--- src/nbpd_pkg.sv ---
// Package for the nearest box per direction block: types and constants.
// Used by every RTL module and by the checker; depends on nothing.
`timescale 1ns / 1ps

package nbpd_pkg;

   localparam int COORD_W = 16;
   localparam int SIZE_W  = 15;
   localparam int KIND_W  = 4;
   localparam int GAP_W   = 14;
   localparam int NUM_DIR = 4;

   // Gap value that means no box was found in a direction.
   localparam logic [GAP_W-1:0] NO_GAP = 14'd10000;

   // Configuration register indexes.
   localparam logic [1:0] CSR_REF_X = 2'd0;
   localparam logic [1:0] CSR_REF_Y = 2'd1;
   localparam logic [1:0] CSR_REF_W = 2'd2;
   localparam logic [1:0] CSR_REF_H = 2'd3;

   typedef enum logic [1:0] {
      DIR_LEFT  = 2'd0,
      DIR_RIGHT = 2'd1,
      DIR_UP    = 2'd2,
      DIR_DOWN  = 2'd3
   } dir_type;

   typedef struct packed {
      logic [COORD_W-1:0] x;
      logic [COORD_W-1:0] y;
      logic [SIZE_W-1:0]  w;
      logic [SIZE_W-1:0]  h;
   } box_type;

   // Outcome of classifying one box against the reference.
   typedef struct packed {
      logic             hit;
      dir_type          dir;
      logic [GAP_W-1:0] gap;
   } hit_type;

endpackage

--- src/nearest_box_per_direction.sv ---
// Top level of the nearest box per direction block.
// Instantiates nbpd_classify and nbpd_minima; depends on nbpd_pkg.
`timescale 1ns / 1ps

// The block takes one candidate box word per clock while req_stall is low and
// reports, once per scan, the nearest box to the left, right, above and below a
// reference box held in the csr_ registers. A box counts for a direction only if
// it lies wholly on that side and overlaps the reference on the other axis; gaps
// of 10000 or more are ignored, and a tie keeps the first box. When the word
// carrying req_last_box is processed, one rsp_ word appears with the four minima
// (10000 and type 0 where nothing was found), and the minima restart for the
// next scan. A word sits in the input register, where classification and the
// minimum update complete, and its result is loaded into the output register,
// which drives rsp_valid. req_stall rises only when a last word waits in the
// input register while the output register still holds a result that the
// receiver stalls. Write the reference registers only while no scan is in
// flight.
module nearest_box_per_direction
   import nbpd_pkg::*;
(
   input  logic                      clock,
   input  logic                      reset,

   input  logic                      csr_write_en,
   input  logic [1:0]                csr_index,
   input  logic [COORD_W-1:0]        csr_wdata,

   input  logic                      req_valid,
   output logic                      req_stall,
   input  logic signed [COORD_W-1:0] req_box_x,
   input  logic signed [COORD_W-1:0] req_box_y,
   input  logic [SIZE_W-1:0]         req_box_w,
   input  logic [SIZE_W-1:0]         req_box_h,
   input  logic [KIND_W-1:0]         req_box_kind,
   input  logic                      req_last_box,

   output logic                      rsp_valid,
   input  logic                      rsp_stall,
   output logic [GAP_W-1:0]          rsp_left_gap,
   output logic [KIND_W-1:0]         rsp_left_kind,
   output logic [GAP_W-1:0]          rsp_right_gap,
   output logic [KIND_W-1:0]         rsp_right_kind,
   output logic [GAP_W-1:0]          rsp_up_gap,
   output logic [KIND_W-1:0]         rsp_up_kind,
   output logic [GAP_W-1:0]          rsp_down_gap,
   output logic [KIND_W-1:0]         rsp_down_kind
);

   // Reference box registers.
   box_type ref_ff;

   // Input register.
   logic              in_valid_ff;
   box_type           in_box_ff;
   logic [KIND_W-1:0] in_kind_ff;
   logic              in_last_ff;

   // Result register.
   logic                           rsp_valid_ff, rsp_valid_in;
   logic [NUM_DIR-1:0][GAP_W-1:0]  rsp_gap_ff;
   logic [NUM_DIR-1:0][KIND_W-1:0] rsp_kind_ff;

   logic                           advance;
   logic                           step;
   logic                           req_take;
   hit_type                        hit;
   logic [NUM_DIR-1:0][GAP_W-1:0]  res_gap;
   logic [NUM_DIR-1:0][KIND_W-1:0] res_kind;

   always_ff @(posedge clock) begin
      if (reset) begin
         ref_ff <= '0;
      end else if (csr_write_en) begin
         case (csr_index)
            CSR_REF_X: ref_ff.x <= csr_wdata;
            CSR_REF_Y: ref_ff.y <= csr_wdata;
            CSR_REF_W: ref_ff.w <= csr_wdata[SIZE_W-1:0];
            CSR_REF_H: ref_ff.h <= csr_wdata[SIZE_W-1:0];
            default: ref_ff <= ref_ff;
         endcase
      end
   end

   // The word in the input register moves on unless it must deliver a result
   // and the output register is full and stalled.
   assign advance   = !(in_valid_ff && in_last_ff && rsp_valid_ff && rsp_stall);
   assign step      = in_valid_ff && advance;
   assign req_stall = in_valid_ff && !advance;
   assign req_take  = req_valid && !req_stall;

   always_ff @(posedge clock) begin
      if (reset) begin
         in_valid_ff <= 1'b0;
      end else if (advance) begin
         in_valid_ff <= req_valid;
      end
   end

   always_ff @(posedge clock) begin
      if (req_take) begin
         in_box_ff.x <= req_box_x;
         in_box_ff.y <= req_box_y;
         in_box_ff.w <= req_box_w;
         in_box_ff.h <= req_box_h;
         in_kind_ff  <= req_box_kind;
         in_last_ff  <= req_last_box;
      end
   end

   nbpd_classify u_classify (
      .ref_box  (ref_ff),
      .cand_box (in_box_ff),
      .hit      (hit)
   );

   nbpd_minima u_minima (
      .clock    (clock),
      .reset    (reset),
      .step     (step),
      .hit      (hit),
      .kind     (in_kind_ff),
      .last     (in_last_ff),
      .res_gap  (res_gap),
      .res_kind (res_kind)
   );

   always_comb begin
      rsp_valid_in = rsp_valid_ff && rsp_stall;
      if (step && in_last_ff) begin
         rsp_valid_in = 1'b1;
      end
   end

   always_ff @(posedge clock) begin
      if (reset) begin
         rsp_valid_ff <= 1'b0;
      end else begin
         rsp_valid_ff <= rsp_valid_in;
      end
   end

   always_ff @(posedge clock) begin
      if (step && in_last_ff) begin
         rsp_gap_ff  <= res_gap;
         rsp_kind_ff <= res_kind;
      end
   end

   assign rsp_valid      = rsp_valid_ff;
   assign rsp_left_gap   = rsp_gap_ff[DIR_LEFT];
   assign rsp_left_kind  = rsp_kind_ff[DIR_LEFT];
   assign rsp_right_gap  = rsp_gap_ff[DIR_RIGHT];
   assign rsp_right_kind = rsp_kind_ff[DIR_RIGHT];
   assign rsp_up_gap     = rsp_gap_ff[DIR_UP];
   assign rsp_up_kind    = rsp_kind_ff[DIR_UP];
   assign rsp_down_gap   = rsp_gap_ff[DIR_DOWN];
   assign rsp_down_kind  = rsp_kind_ff[DIR_DOWN];

endmodule

--- src/nbpd_classify.sv ---
// Direction and gap of one candidate box relative to the reference box.
// Pure combinational logic; depends on nbpd_pkg.
`timescale 1ns / 1ps

module nbpd_classify
   import nbpd_pkg::*;
(
   input  box_type ref_box,
   input  box_type cand_box,
   output hit_type hit
);

   localparam int EXT_W = COORD_W + 2;

   logic signed [EXT_W-1:0] rx, ry, rx_end, ry_end;
   logic signed [EXT_W-1:0] bx, by, bx_end, by_end;
   logic                    x_overlap, y_overlap;
   logic                    found;
   dir_type                 dir;
   logic signed [EXT_W-1:0] raw_gap;

   always_comb begin
      rx     = EXT_W'($signed(ref_box.x));
      ry     = EXT_W'($signed(ref_box.y));
      bx     = EXT_W'($signed(cand_box.x));
      by     = EXT_W'($signed(cand_box.y));
      rx_end = rx + $signed({3'b000, ref_box.w});
      ry_end = ry + $signed({3'b000, ref_box.h});
      bx_end = bx + $signed({3'b000, cand_box.w});
      by_end = by + $signed({3'b000, cand_box.h});

      y_overlap = (by_end > ry) && (by < ry_end);
      x_overlap = (bx_end > rx) && (bx < rx_end);

      // Later tests win, so down beats up and right beats left when a
      // degenerate box meets two opposite tests.
      found   = 1'b0;
      dir     = DIR_LEFT;
      raw_gap = '0;
      if (bx_end <= rx && y_overlap) begin
         found   = 1'b1;
         dir     = DIR_LEFT;
         raw_gap = rx - bx_end;
      end
      if (bx >= rx_end && y_overlap) begin
         found   = 1'b1;
         dir     = DIR_RIGHT;
         raw_gap = bx - rx_end;
      end
      if (by_end <= ry && x_overlap) begin
         found   = 1'b1;
         dir     = DIR_UP;
         raw_gap = ry - by_end;
      end
      if (by >= ry_end && x_overlap) begin
         found   = 1'b1;
         dir     = DIR_DOWN;
         raw_gap = by - ry_end;
      end

      // The gap is never negative once a direction is found; far boxes are dropped.
      hit.hit = found && (raw_gap < $signed({{(EXT_W-GAP_W){1'b0}}, NO_GAP}));
      hit.dir = dir;
      hit.gap = raw_gap[GAP_W-1:0];
   end

endmodule

--- src/nbpd_minima.sv ---
// Running minimum gap and its type code for each of the four directions.
// Cleared by reset and after every last box; depends on nbpd_pkg.
`timescale 1ns / 1ps

module nbpd_minima
   import nbpd_pkg::*;
(
   input  logic                             clock,
   input  logic                             reset,
   input  logic                             step,
   input  hit_type                          hit,
   input  logic [KIND_W-1:0]                kind,
   input  logic                             last,
   output logic [NUM_DIR-1:0][GAP_W-1:0]    res_gap,
   output logic [NUM_DIR-1:0][KIND_W-1:0]   res_kind
);

   logic [NUM_DIR-1:0][GAP_W-1:0]  min_gap_ff, min_gap_in;
   logic [NUM_DIR-1:0][KIND_W-1:0] min_kind_ff, min_kind_in;

   always_comb begin
      for (int d = 0; d < NUM_DIR; d++) begin
         res_gap[d]  = min_gap_ff[d];
         res_kind[d] = min_kind_ff[d];
         // A gap equal to the stored minimum keeps the earlier box.
         if (hit.hit && hit.dir == dir_type'(d) && hit.gap < min_gap_ff[d]) begin
            res_gap[d]  = hit.gap;
            res_kind[d] = kind;
         end
         min_gap_in[d]  = last ? NO_GAP : res_gap[d];
         min_kind_in[d] = last ? '0 : res_kind[d];
      end
   end

   always_ff @(posedge clock) begin
      if (reset) begin
         for (int d = 0; d < NUM_DIR; d++) begin
            min_gap_ff[d]  <= NO_GAP;
            min_kind_ff[d] <= '0;
         end
      end else if (step) begin
         min_gap_ff  <= min_gap_in;
         min_kind_ff <= min_kind_in;
      end
   end

endmodule

--- config.mk ---
export PLATFORM = sky130hd
export DESIGN_NAME = nearest_box_per_direction
export DESIGN_NICKNAME = d
export VERILOG_FILES = /design/src/nbpd_pkg.sv /design/src/nearest_box_per_direction.sv /design/src/nbpd_classify.sv /design/src/nbpd_minima.sv
export SDC_FILE = /design/constraint.sdc
export NUM_CORES = 1
export LEC_CHECK = 0
export BUFFER_PORTS_ARGS = -buffer_cell sky130_fd_sc_hd__buf_2
export CORE_MARGIN = 3
export CORE_UTILIZATION = 50
export DETAILED_ROUTE_END_ITERATION = 7
export PLACE_DENSITY = 0.69
export SLEW_MARGIN = 20
export SYNTH_ARGS = -nofsm -noshare
export SYNTH_HDL_FRONTEND = slang
export SYNTH_SLANG_ARGS = --single-unit
--- constraint.sdc ---
create_clock -name clock -period 10 [get_ports clock]
set_input_delay 1 -clock clock [delete_from_list [all_inputs] [get_ports clock]]
set_output_delay 1 -clock clock [all_outputs]
set_load 0.05 [all_outputs]
======== Yosys cells after proc, flatten, opt, wreduce, memory -nomap -nowiden ========
Index checks and enable logic that the tools add are counted.
word-level totals
  register bits after elaboration ......... 275
  bits of input ports ..................... 90
  output and inout bits ................... 74
  logic and storage cells ................. 114
operators by class
  $add $sub $neg .......................... 8
  magnitude comparators ................... 13
  eq/ne operators ......................... 6
  mux-type cells .......................... 28
  reduce and logical (&&, ||, !) cells .... 31
operators with widths
  cell                                                  number
  2-to-1 mux 14 bit                                     8
  2-to-1 mux 18 bit                                     4
  subtractor 16 x 17 -> 18 bit                          4
  adder 16 x 16 -> 17 bit                               4
  < comparator 14 bit                                   4
  >= comparator 16 x 17 -> 1 bit                        2
  > comparator 17 x 16 -> 1 bit                         2
  <= comparator 17 x 16 -> 1 bit                        2
  < comparator 16 x 17 -> 1 bit                         2
  2-to-1 mux 4 bit                                      8
  logical AND 1 bit                                     23
  < comparator 18 x 15 -> 1 bit, second input constant  1
  equality test 2 bit, second input constant            4
  AND reduction 2 bit                                   4
  2-to-1 mux 1 bit                                      6
  equality test 2 x 1 -> 1 bit, second input constant   2
  logical NOT 2 bit                                     2
  2-to-1 mux 2 bit                                      2
  logical NOT 1 bit                                     2

======== Logic depth before layout (Yosys ltp) ========
Gate-level depths: netlist (run 1).
  depth in word-level cells ............... 14
  depth in mapped cells ................... 39
  mapped depth without buffers ............ 37

======== Hierarchy ========
Synthesis (run 1) repeated with hierarchy kept, for this count alone.
unflattened totals
  cell total of the unflattened synthesis .. 1,702
  area total of the unflattened synthesis .. 17,832.1 µm²
by module, submodules not included
  module                     instances  cells each  area an instance (µm²)  sequential area each (µm²)
  nearest_box_per_direction  1          375         6,735.2                 5,455.2
  nbpd_classify              1          847         6,272.3                 0.0
  nbpd_minima                1          480         4,824.6                 1,441.4

======== Worst setup path after synthesis (run 1) ========
Ideal clock, no wire load.
  path kind ............................... register to register
  start point ............................. reg ref_ff[15] (netlist bit)
  end point ............................... reg rsp_gap_ff (netlist bit rsp_right_gap[0]), data pin
  setup time .............................. 0.260 ns
  arrival time ............................ 7.299 ns
  data required time ...................... 9.740 ns
  path slack .............................. 2.441 ns
  stages on the path, launching flop included .. 37
  path buffers ............................ 2
  clock period less this slack ............ 7.559 ns
  cell sequence ........................... dfxtp_1 ha_1 fa_1 a21o_1 a21oi_1 o21bai_1 a21oi_1 o21bai_1 a21oi_1 o21bai_1 a21oi_1 o21ai_0 a21o_1 a21oi_1 xnor2_1 ha_1 and3_1 a211o_1 a31oi_4 o211ai_4 or3_1 buf_4 a21oi_4 a221oi_1 a21oi_1 ha_1 a21o_1 a21o_1 a21o_1 a21o_1 a21o_1 a211oi_1 and3_1 a41oi_1 a21oi_2 buf_6 mux2_2
RTL lines
  what                    line                              RTL
  from (decl)             nearest_box_per_direction.sv:50   box_type ref_ff;
  from (signal assigned)  nearest_box_per_direction.sv:79   default: ref_ff <= ref_ff;
  to (signal assigned)    nearest_box_per_direction.sv:144  rsp_gap_ff <= res_gap;
  to (decl)               nearest_box_per_direction.sv:60   logic [NUM_DIR-1:0][GAP_W-1:0] rsp_gap_ff;

======== Worst setup path after layout (run 1) ========
  start point ............................. reg in_box_ff[46] (netlist bit)
  end point ............................... reg u_minima.min_gap_ff[34] (netlist bit)
on the way
  word-level cells in the longest chain between the ends .. 13
  elaborated cells between the ends (all ways) .. 31
  those cells by class .................... add/sub (3); order compare (6); eq/ne (1); mux (13); reduce/logical (8)
RTL lines
  what                            line                             RTL
  from (decl)                     nearest_box_per_direction.sv:54  box_type in_box_ff;
  adder 16 x 16 -> 17 bit         nbpd_classify.sv:29              bx_end = bx + $signed({3'b000, cand_box.w});
  <= comparator 17 x 16 -> 1 bit  nbpd_classify.sv:40              if (bx_end <= rx && y_overlap) begin
  logical AND 1 bit               nbpd_classify.sv:40
  2-to-1 mux 18 bit               nbpd_classify.sv:40
  2-to-1 mux 18 bit               nbpd_classify.sv:45              if (bx >= rx_end && y_overlap) begin
  2-to-1 mux 18 bit               nbpd_classify.sv:50              if (by_end <= ry && x_overlap) begin
  2-to-1 mux 18 bit               nbpd_classify.sv:55              if (by >= ry_end && x_overlap) begin
  < comparator 18 x 15 -> 1 bit   nbpd_classify.sv:62              hit.hit = found && (raw_gap < $signed({{(EXT_W-GAP_W){1'b0}}, NO_GAP}));
  logical AND 1 bit               nbpd_classify.sv:62
  logical AND 1 bit (2 in a row)  nbpd_minima.sv:26                if (hit.hit && hit.dir == dir_type'(d) && hit.gap < min_gap_ff[d]) begin
  2-to-1 mux 14 bit *             nbpd_minima.sv:26
  2-to-1 mux 14 bit *             nbpd_minima.sv:30                min_gap_in[d] = last ? NO_GAP : res_gap[d];
  to (signal assigned)            nbpd_minima.sv:42                min_gap_ff <= min_gap_in;
  to (decl)                       nbpd_minima.sv:18                logic [NUM_DIR-1:0][GAP_W-1:0] min_gap_ff, min_gap_in;
Mark *: on every way between the ends. The rest lies on a longest branch, timed or not.
A chain may end at the register's enable or synchronous reset.

==> impl_table.tex, run 1 <==
\begin{tabular}{lr}
\hline
Metric & Value \\
\hline
\multicolumn{2}{l}{\textbf{Critical path}} \\
Launching element type of the critical path & register \\
Critical register-to-register path endpoint & u\_minima.min\_gap\_ff[34] \\
Setup slack of the most critical reg-to-reg path & 0.92 ns \\
Required time at the endpoint of the critical path & 10.45 ns \\
R2r worst-path depth & 33 \\
Setup crit start & in\_box\_ff[46] \\
Largest delay share family, worst path & compound AO/OA/AOI/OAI gates \\
Count of buffer and inverter cells on the critical path & 1 \\
Crit path top cell by count & sky130\_fd\_sc\_hd\_\_a21oi\_1 \\
Max stage delay cell, worst path & sky130\_fd\_sc\_hd\_\_a21boi\_4 \\
Critical path arrival & 9.53 ns \\
Sort of element at the end of the critical path & register \\
CP Max Fanout & 32 \\
RR Startpoint & in\_box\_ff[46] \\
Maximum cell stage delay along the critical path & 0.72 ns \\
Capture point of the worst path & u\_minima.min\_gap\_ff[34] \\
Total number of cells along the worst setup path & 33 \\
Setup CP Type & register to register \\
\multicolumn{2}{l}{\textbf{Clock tree}} \\
CTS H-tree lvls & 1 \\
CTS tree & done \\
Post-CTS setup buffer count & 0 \\
Clock tree sinks & 275 \\
Number of hold-repair buffers added at the cts stage & 0 \\
Maximum buffer depth of the clock tree & 3 \\
Clock-pin slew on the worst setup and hold paths & 0.06 ns \\
Total clock buffers created by CTS & 30 \\
Insertion delay of the later-clocked pin in the worst-skew pair & 0.58 ns \\
Post-CTS sizing & 0 \\
Root Buffer & sky130\_fd\_sc\_hd\_\_clkbuf\_16 \\
\multicolumn{2}{l}{\textbf{Global route}} \\
Largest net degree at the start of global routing & 70 \\
Initial antenna violation count & 0 \\
Total GRT Usage & around 26\% \\
Wire length of the first global-routing pass & 78300 µm \\
Via count of the first global-routing pass & 14200 \\
Residual overflow from global routing & 0 \\
\multicolumn{2}{l}{\textbf{Floorplan}} \\
I/O pin total & 164 \\
Die Y-Extent & 194 µm \\
Placement row count & 68 \\
Initial cell density of the core & 51.0\% \\
Die Footprint & 0.0377 mm² \\
Horizontal die dimension & 194 µm \\
Core Footprint & 0.0347 mm² \\
\multicolumn{2}{l}{\textbf{Pwr}} \\
Maximum resistive drop on vdd & 0.144 mV \\
Cell leakage power & 0.00838 µW \\
Power per unit of standard cell area & 169 mW/mm² \\
Total Power Consumption & 3370 µW \\
\multicolumn{2}{l}{\textbf{Detailed routing}} \\
Final antenna-violating net count & 0 \\
WL per Instance & 19.8 µm \\
First DRT Iteration DRCs & 1272 \\
DRC Markers & 0 \\
Count of TritonRoute iterations in the first routing pass & 6 \\
Via count normalized by instance count & just under 6 \\
Overall routed net length & 49800 µm \\
Number of vias in the routed layout & 14900 \\
\multicolumn{2}{l}{\textbf{STA}} \\
Number of setup violations in the final report & 0 \\
Number of endpoints with negative hold slack in the final report & 0 \\
Peak Freq & $\sim$110 MHz \\
Worst setup slack after layout & 0.919 ns \\
Shortest period the worst path allows & between 9 and 10 ns \\
Count of final max-slew check failures & 0 \\
Clock skew & 0.0227 ns \\
Tightest slew margin relative to the limit & about 32\% \\
Sum Neg Setup Slack & 0 ns \\
Least-Margin Pin Slew & $\sim$1.0 ns \\
Final clock period utilization by the worst path & a little over 90\% \\
Unrepaired setup endpoints after global routing & no \\
\multicolumn{2}{l}{\textbf{Layout}} \\
NumNets Final & between 2000 and 2500 \\
Fill cell total of the finished layout & 3028 \\
Number of inserted diodes & 0 \\
Layout cells sized above 1 & between 10\% and 20\% \\
Area Growth Syn to Fin & 12.8\% \\
Post-route design area & about 0.02 mm² \\
Final core utilization & 57.5\% \\
\multicolumn{2}{l}{\textbf{Synthesis}} \\
Count of warnings emitted by yosys & 0 \\
Synthesis-stage register bit count & 275 \\
Cells after Synth & 1873 \\
Sequential element share of the synthesized area & 39.0\% \\
Number of distinct library cell variants in the gate-level netlist after synthesis & 94 \\
Commonest register cell after synthesis & sky130\_fd\_sc\_hd\_\_edfxtp\_1 \\
Cell area after technology mapping & 0.0177 mm² \\
Count of flip-flops with a built-in enable after synthesis & 139 \\
Share of synthesized flip-flops with an asynchronous set or reset & 0\% \\
Post-Syn Area per Cell & about 9.5 µm² \\
Nets in the synthesized netlist & 2151 \\
\multicolumn{2}{l}{\textbf{Worst hold path}} \\
Cell depth of the worst hold path & 2 \\
Worst min path class & register to register \\
\multicolumn{2}{l}{\textbf{Place}} \\
Count of buffers from port buffering & 163 \\
Routability congestion estimate from global placement & 0.959 \\
Post-DP Area & 0.0190 mm² \\
Detailed placer's ending HPWL & 39000 µm \\
Post-placement worst setup slack & around 1.1 ns \\
\multicolumn{2}{l}{\textbf{Job}} \\
Max Cap Violations & 0 \\
\multicolumn{2}{l}{\textbf{Status}} \\
Result of the run & completed \\
\hline
\end{tabular}
-- metrics by stage --
step,hold slack (ns),cells
5_1_grt,0.479,2510
3_5_place_dp,0.450,2454
4_1_cts,0.461,2510
2_1_floorplan,0.429,1873
6_report,0.463,2510
3_3_place_gp,0.444,2454
-- layout make-up --
type | count | area (µm²) | area share, %
repair buffers | 180 | 943 | 4.72
inverters | 116 | 435 | 2.18
flip-flops and latches | 275 | 6900 | 34.5
clock inverters | 13 | 185 | 0.927
clock buffers | 43 | 832 | 4.17
multi-input cells | 1428 | 10100 | 50.6
well taps | 455 | 569 | 2.85
-- synth_stat cells (13+ instances only) --
cell type	count	area share [%]
sky130_fd_sc_hd__o22ai_1	15	0.53
sky130_fd_sc_hd__nand3_1	27	0.76
sky130_fd_sc_hd__a21o_1	43	1.8
sky130_fd_sc_hd__buf_2	13	0.37
sky130_fd_sc_hd__clkbuf_1	28	0.59
sky130_fd_sc_hd__ha_1	180	13
sky130_fd_sc_hd__a31oi_1	19	0.67
sky130_fd_sc_hd__nand2_1	250	5.3
sky130_fd_sc_hd__dfxtp_1	136	15
sky130_fd_sc_hd__nor3_1	22	0.62
sky130_fd_sc_hd__xnor2_1	65	3.2
sky130_fd_sc_hd__nor2_1	96	2.0
sky130_fd_sc_hd__and3_1	22	0.78
sky130_fd_sc_hd__o32ai_1	19	0.94
sky130_fd_sc_hd__o21ai_0	94	2.7
sky130_fd_sc_hd__nor2b_1	17	0.60
sky130_fd_sc_hd__inv_1	116	2.5
sky130_fd_sc_hd__o21bai_1	26	1.1
sky130_fd_sc_hd__o2bb2ai_1	28	1.4
sky130_fd_sc_hd__o211ai_1	18	0.76
sky130_fd_sc_hd__mux2_2	24	1.5
sky130_fd_sc_hd__xor2_1	29	1.4
sky130_fd_sc_hd__edfxtp_1	139	24
sky130_fd_sc_hd__a21oi_1	163	4.6
sky130_fd_sc_hd__nand2b_1	20	0.71
sky130_fd_sc_hd__nand4_1	16	0.57
sky130_fd_sc_hd__o21a_1	17	0.72
sky130_fd_sc_hd__mux2i_1	25	1.4
-- flip-flops by register name, indices dropped and copies added (netlist names) --
signal                count
rsp_valid                 1
rsp_left_gap             14
in_last_ff                1
rsp_right_gap            14
in_kind_ff                4
rsp_up_gap               14
rsp_down_gap             14
u_minima.min_kind_ff     16
in_valid_ff               1
in_box_ff                62
rsp_up_kind               4
rsp_down_kind             4
ref_ff                   62
u_minima.min_gap_ff      56
rsp_left_kind             4
rsp_right_kind            4
-- kinds of logic (layout without fill, tap and decap cells) --
logic type	Yosys count	count (layout)	share of synthesized area, %
AOI/OAI and AO/OA	544	544	20.6
and+or+nand+nor	541	541	14.5
DFF	275	275	39.0
adders and majority gates	188	188	13.6
buffers and inverters	170	352	4.04
xor gates and xnor gates	94	94	4.65
muxes	61	61	3.70
-- power breakdown --
group / internal (µW) / leakage (µW) / switching (µW)
registers: 1230 / 0.00245 / 25.0
clock network: 683 / 0.000492 / 461
logic: 356 / 0.00543 / 611
-- placed cells by master, fill, tap and decap left out, types with 20 or more instances in the layout --
| cell | n |
|---|---|
| sky130_fd_sc_hd__buf_2 | 163 |
| sky130_fd_sc_hd__clkbuf_16 | 31 |
| sky130_fd_sc_hd__o21ai_0 | 94 |
| sky130_fd_sc_hd__ha_1 | 180 |
| sky130_fd_sc_hd__nand3_1 | 27 |
| sky130_fd_sc_hd__a21oi_1 | 162 |
| sky130_fd_sc_hd__nor3_1 | 22 |
| sky130_fd_sc_hd__nand2b_1 | 20 |
| sky130_fd_sc_hd__inv_1 | 116 |
| sky130_fd_sc_hd__mux2i_1 | 25 |
| sky130_fd_sc_hd__xor2_1 | 29 |
| sky130_fd_sc_hd__o2bb2ai_1 | 28 |
| sky130_fd_sc_hd__and3_1 | 22 |
| sky130_fd_sc_hd__nand2_1 | 250 |
| sky130_fd_sc_hd__dfxtp_1 | 136 |
| sky130_fd_sc_hd__edfxtp_1 | 139 |
| sky130_fd_sc_hd__o21bai_1 | 26 |
| sky130_fd_sc_hd__mux2_2 | 24 |
| sky130_fd_sc_hd__a21o_1 | 43 |
| sky130_fd_sc_hd__xnor2_1 | 65 |
| sky130_fd_sc_hd__nor2_1 | 94 |
-- layer usage --
metal / vias up / wire, µm / global-route usage, %
met5: - / 0 / 0
met4: 0 / 1250 / 6.38
met3: 88 / 2990 / 3.56
met2: 493 / 23600 / 43.8
met1: 7092 / 22000 / 34.2
li1: 7218 / - / -
-- how the worst min path moves through the flow --
stage,from,endpoint
2_1_floorplan,u_minima.min_kind_ff[10],u_minima.min_kind_ff[10]
3_3_place_gp,u_minima.min_kind_ff[10],u_minima.min_kind_ff[10]
3_5_place_dp,u_minima.min_gap_ff[33],u_minima.min_gap_ff[33]
4_1_cts,ref_ff[18],ref_ff[18]
5_1_grt,u_minima.min_gap_ff[15],u_minima.min_gap_ff[15]
6_report,ref_ff[18],ref_ff[18]
-- worst min-delay path, stage by stage (launching register included) --
cell	delay [ns]
sky130_fd_sc_hd__dfxtp_1	0.31
sky130_fd_sc_hd__nand2_1	0.05
sky130_fd_sc_hd__a21oi_1	0.05
Note: power is estimated with default switching activity, not from simulation.
==> run 2, diff against run 1 <==
ABC_AREA = 1   (was unset)
CAP_MARGIN = 30   (was unset)
PLACE_DENSITY = 0.73   (was 0.69)
==> impl_table.tex, run 2 <==
\begin{tabular}{lr}
\hline
Metric & Value \\
\hline
\multicolumn{2}{l}{\textbf{Synthesis}} \\
Count of flip-flops with a built-in enable after synthesis & 139 (unchanged) \\
Cell taking the most area after synthesis & sky130\_fd\_sc\_hd\_\_edfxtp\_1 \\
Top post-synthesis cells by count & sky130\_fd\_sc\_hd\_\_nand2\_1, sky130\_fd\_sc\_hd\_\_inv\_1, sky130\_fd\_sc\_hd\_\_a21oi\_1 \\
Nets in the synthesized netlist & 2614 (+22\%) \\
Count of warnings emitted by yosys & 0 (unchanged) \\
Multiplexer fraction of the synthesized cell area & 0\% (-3.7 points) \\
Fraction of post-synthesis cell area in the top cell type by area & 22.5\% (-1.0 points) \\
Post-Syn Area per Cell & 7.93 µm² (-16\%) \\
Cell area after technology mapping & 0.0185 mm² (+4.6\%) \\
Largest family of logic cells by synthesized area & simple AND/OR/NAND/NOR gates \\
Xor and xnor area share after synthesis & 4.78\% (+0.13 points) \\
Synthesized-area fraction occupied by adder cells & 13.0\% (-0.60 points) \\
Synthesis-stage register bit count & 275 (unchanged) \\
Number of distinct library cell variants in the gate-level netlist after synthesis & 48 (-49\%) \\
Cell with the most instances after synthesis & sky130\_fd\_sc\_hd\_\_nand2\_1 \\
Compound-Gate Fraction of Synth Area & 14.4\% (-6.1 points) \\
Sequential element share of the synthesized area & 37.2\% (-1.7 points) \\
Ranking of synthesized cells by area & sky130\_fd\_sc\_hd\_\_edfxtp\_1, sky130\_fd\_sc\_hd\_\_dfxtp\_1, sky130\_fd\_sc\_hd\_\_ha\_1 \\
Commonest register cell after synthesis & sky130\_fd\_sc\_hd\_\_edfxtp\_1 \\
Share of synthesized flip-flops with an asynchronous set or reset & 0\% (unchanged) \\
Post-Synth Simple-Gate Area & 22.5\% (+8.1 points) \\
Cells after Synth & 2336 (+25\%) \\
\multicolumn{2}{l}{\textbf{Detailed routing}} \\
WL per Instance & 17.6 µm (-11\%) \\
First DRT Iteration DRCs & 1451 (+14\%) \\
Overall routed net length & 52200 µm (+4.7\%) \\
Count of TritonRoute iterations in the first routing pass & 5 (-1) \\
DRC Markers & 0 (unchanged) \\
Number of vias in the routed layout & 16600 (+11\%) \\
Via count normalized by instance count & 5.59 (-5.8\%) \\
Final antenna-violating net count & 0 (unchanged) \\
\multicolumn{2}{l}{\textbf{Critical path}} \\
Max stage delay cell, worst path & sky130\_fd\_sc\_hd\_\_nand3\_1 \\
CP Max Fanout & 23 (-28\%) \\
Maximum cell stage delay along the critical path & 0.74 ns (+0.02 ns) \\
Crit path top cell by count & sky130\_fd\_sc\_hd\_\_nand2\_1 \\
Required time at the endpoint of the critical path & 10.31 ns (-0.14 ns) \\
R2r worst-path depth & 39 (+18\%) \\
Launching element type of the critical path & register \\
Setup crit start & ref\_ff[15] \\
Critical path arrival & 8.64 ns (-0.89 ns) \\
RR Startpoint & ref\_ff[15] \\
Setup CP Type & register to register \\
Sort of element at the end of the critical path & register \\
\multicolumn{2}{l}{\textbf{Worst hold path}} \\
HP Start & ref\_ff[0] \\
Cell depth of the worst hold path & 2 (unchanged) \\
Worst min path class & register to register \\
\multicolumn{2}{l}{\textbf{Clock tree}} \\
CTS H-tree lvls & 1 (unchanged) \\
Insertion delay of the later-clocked pin in the worst-skew pair & 0.59 ns (about the same) \\
Total clock buffers created by CTS & 31 (+3.3\%) \\
Clock tree sinks & 275 (unchanged) \\
Clock-pin slew on the worst setup and hold paths & 0.06 ns (about the same) \\
Post-CTS sizing & 0 (unchanged) \\
CTS tree & done \\
Root Buffer & sky130\_fd\_sc\_hd\_\_clkbuf\_16 \\
Post-CTS setup buffer count & 0 (unchanged) \\
Maximum buffer depth of the clock tree & 3 (unchanged) \\
Number of hold-repair buffers added at the cts stage & 0 (unchanged) \\
\multicolumn{2}{l}{\textbf{Place}} \\
Detailed placer's ending HPWL & 40300 µm (+3.5\%) \\
Post-DP Area & 0.0197 mm² (+3.7\%) \\
Post-placement worst setup slack & 1.95 ns (+0.820 ns) \\
Routability congestion estimate from global placement & 0.950 (-0.94\%) \\
Count of buffers from port buffering & 163 (unchanged) \\
\multicolumn{2}{l}{\textbf{STA}} \\
Tightest slew margin relative to the limit & 37.2\% (+5.0 points) \\
Number of endpoints with negative hold slack in the final report & 0 (unchanged) \\
Count of final max-slew check failures & 0 (unchanged) \\
Peak Freq & 120 MHz (+9.0\%) \\
Shortest period the worst path allows & 8.33 ns (-0.752 ns) \\
Number of setup violations in the final report & 0 (unchanged) \\
Unrepaired setup endpoints after global routing & no \\
Sum Neg Setup Slack & 0 ns (unchanged) \\
Least-Margin Pin Slew & 0.943 ns (-0.0718 ns) \\
Clock skew & 0.0226 ns (-0.000113 ns) \\
Final clock period utilization by the worst path & 83.3\% (-7.5 points) \\
Worst setup slack after layout & 1.67 ns (+0.752 ns) \\
\multicolumn{2}{l}{\textbf{Global route}} \\
Initial antenna violation count & 0 (unchanged) \\
Largest net degree at the start of global routing & 93 (+33\%) \\
Residual overflow from global routing & 0 (unchanged) \\
Total GRT Usage & 25.9\% (+0.41 points) \\
Wire length of the first global-routing pass & 81800 µm (+4.5\%) \\
Via count of the first global-routing pass & 15700 (+10\%) \\
\multicolumn{2}{l}{\textbf{Layout}} \\
Area occupied by multi-input gates & 0.0102 mm² (+0.56\%) \\
Fill cell total of the finished layout & 3257 (+7.6\%) \\
Number of inserted diodes & 0 (unchanged) \\
Post-route design area & 0.0207 mm² (+3.8\%) \\
Most common cell after layout, fill and taps aside & sky130\_fd\_sc\_hd\_\_nand2\_1 \\
Commonest cells after routing, fill and taps aside & sky130\_fd\_sc\_hd\_\_nand2\_1, sky130\_fd\_sc\_hd\_\_inv\_1, sky130\_fd\_sc\_hd\_\_a21oi\_1 \\
NumNets Final & 2753 (+19\%) \\
Area taken by flip-flops and latches & 0.00690 mm² (unchanged) \\
Area Growth Syn to Fin & 12.0\% \\
Layout cells sized above 1 & 11.6\% (-2.7 points) \\
Largest registers & in\_box\_ff (62), ref\_ff (62), u\_minima.min\_gap\_ff (56) \\
\multicolumn{2}{l}{\textbf{Pwr}} \\
Net Sw Frac & 37.9\% (+5.3 points) \\
Clock share of power & 30.5\% (-3.5 points) \\
Fraction of power consumed by sequential logic & 33.6\% (-3.7 points) \\
Combinational fraction of design power & 35.9\% (+7.2 points) \\
Maximum resistive drop on vdd & 0.140 mV (-3.3\%) \\
Internal power & 2370 µW (+4.5\%) \\
Cell leakage power & 0.00933 µW (+11\%) \\
Power per unit of standard cell area & 184 mW/mm² (+9.4\%) \\
Switching component of the power & 1450 µW (+32\%) \\
\multicolumn{2}{l}{\textbf{Status}} \\
Result of the run & completed \\
\multicolumn{2}{l}{\textbf{Floorplan}} \\
Die Footprint & 0.0394 mm² (+4.4\%) \\
Initial cell density of the core & 51.4\% (+0.43 points) \\
Die Y-Extent & 198 µm (+2.2\%) \\
I/O pin total & 164 (unchanged) \\
Core Footprint & 0.0360 mm² (+3.7\%) \\
Horizontal die dimension & 198 µm (+2.2\%) \\
Placement row count & 69 (+1.5\%) \\
\multicolumn{2}{l}{\textbf{Job}} \\
Max Cap Violations & 0 (unchanged) \\
\hline
\end{tabular}
[run 2: cells by family after synthesis]
| family | Yosys count |
|---|---|
| compound gates | 484 |
| simple gates | 920 |
| flops | 275 |
| buf+inv | 368 |
| fa+ha+maj | 188 |
| xor+xnor | 101 |
[run 2: power groups by stage]
stage | Sequential, µW | Combinational, µW | Clock [µW]
floorplan | 1350 | 944 | 0
global placement | 1310 | 1330 | 0
detailed placement | 1310 | 1340 | 0
CTS | 1290 | 1350 | 1190
global route | 1290 | 1520 | 1230
finish | 1290 | 1370 | 1170
[run 2: final timing paths]
path                     endpoint  slack, ns
hold / removal          ref_ff[0]       0.45
setup reg to reg  rsp_down_gap[9]       1.67
setup / recovery  rsp_down_gap[9]       1.67
hold reg to reg         ref_ff[0]       0.45
[run 2: layout make-up]
class	instances	area share (%)
sequential	275	33.3
timing repair buffer	177	4.49
inverter	297	5.38
tap	461	2.78
multi-input combinational	1693	49.0
clock inverter	11	0.676
clock buffer	47	4.37
[run 2: routing by layer]
metal  share of wire, %  global-route usage [%]
met4                3.0                    8.07
met5                  0                       0
met3                6.6                    3.12
met1                 45                    35.5
met2                 46                    43.2
[run 2: through the flow]
step | instances | util [%] | power, µW | hold WS, ns
2_1_floorplan | 2336 | - | 2290 | 0.428
3_3_place_gp | 2900 | 54.6 | 2640 | 0.439
3_5_place_dp | 2900 | 54.6 | 2650 | 0.442
4_1_cts | 2958 | 57.5 | 3820 | 0.453
5_1_grt | 2961 | 57.6 | 4040 | 0.470
6_report | 2961 | 57.6 | 3830 | 0.452
[run 2: critical path: cells and delay by family, from the launching register on]
family                     cells  cell delay (ns)
DFF                            1             0.32
adders and majority gates      4             1.34
AOI/OAI and AO/OA             13             3.18
buffers and inverters          2             0.38
and+or+nand+nor               19             2.67
xor gates and xnor gates       1             0.16
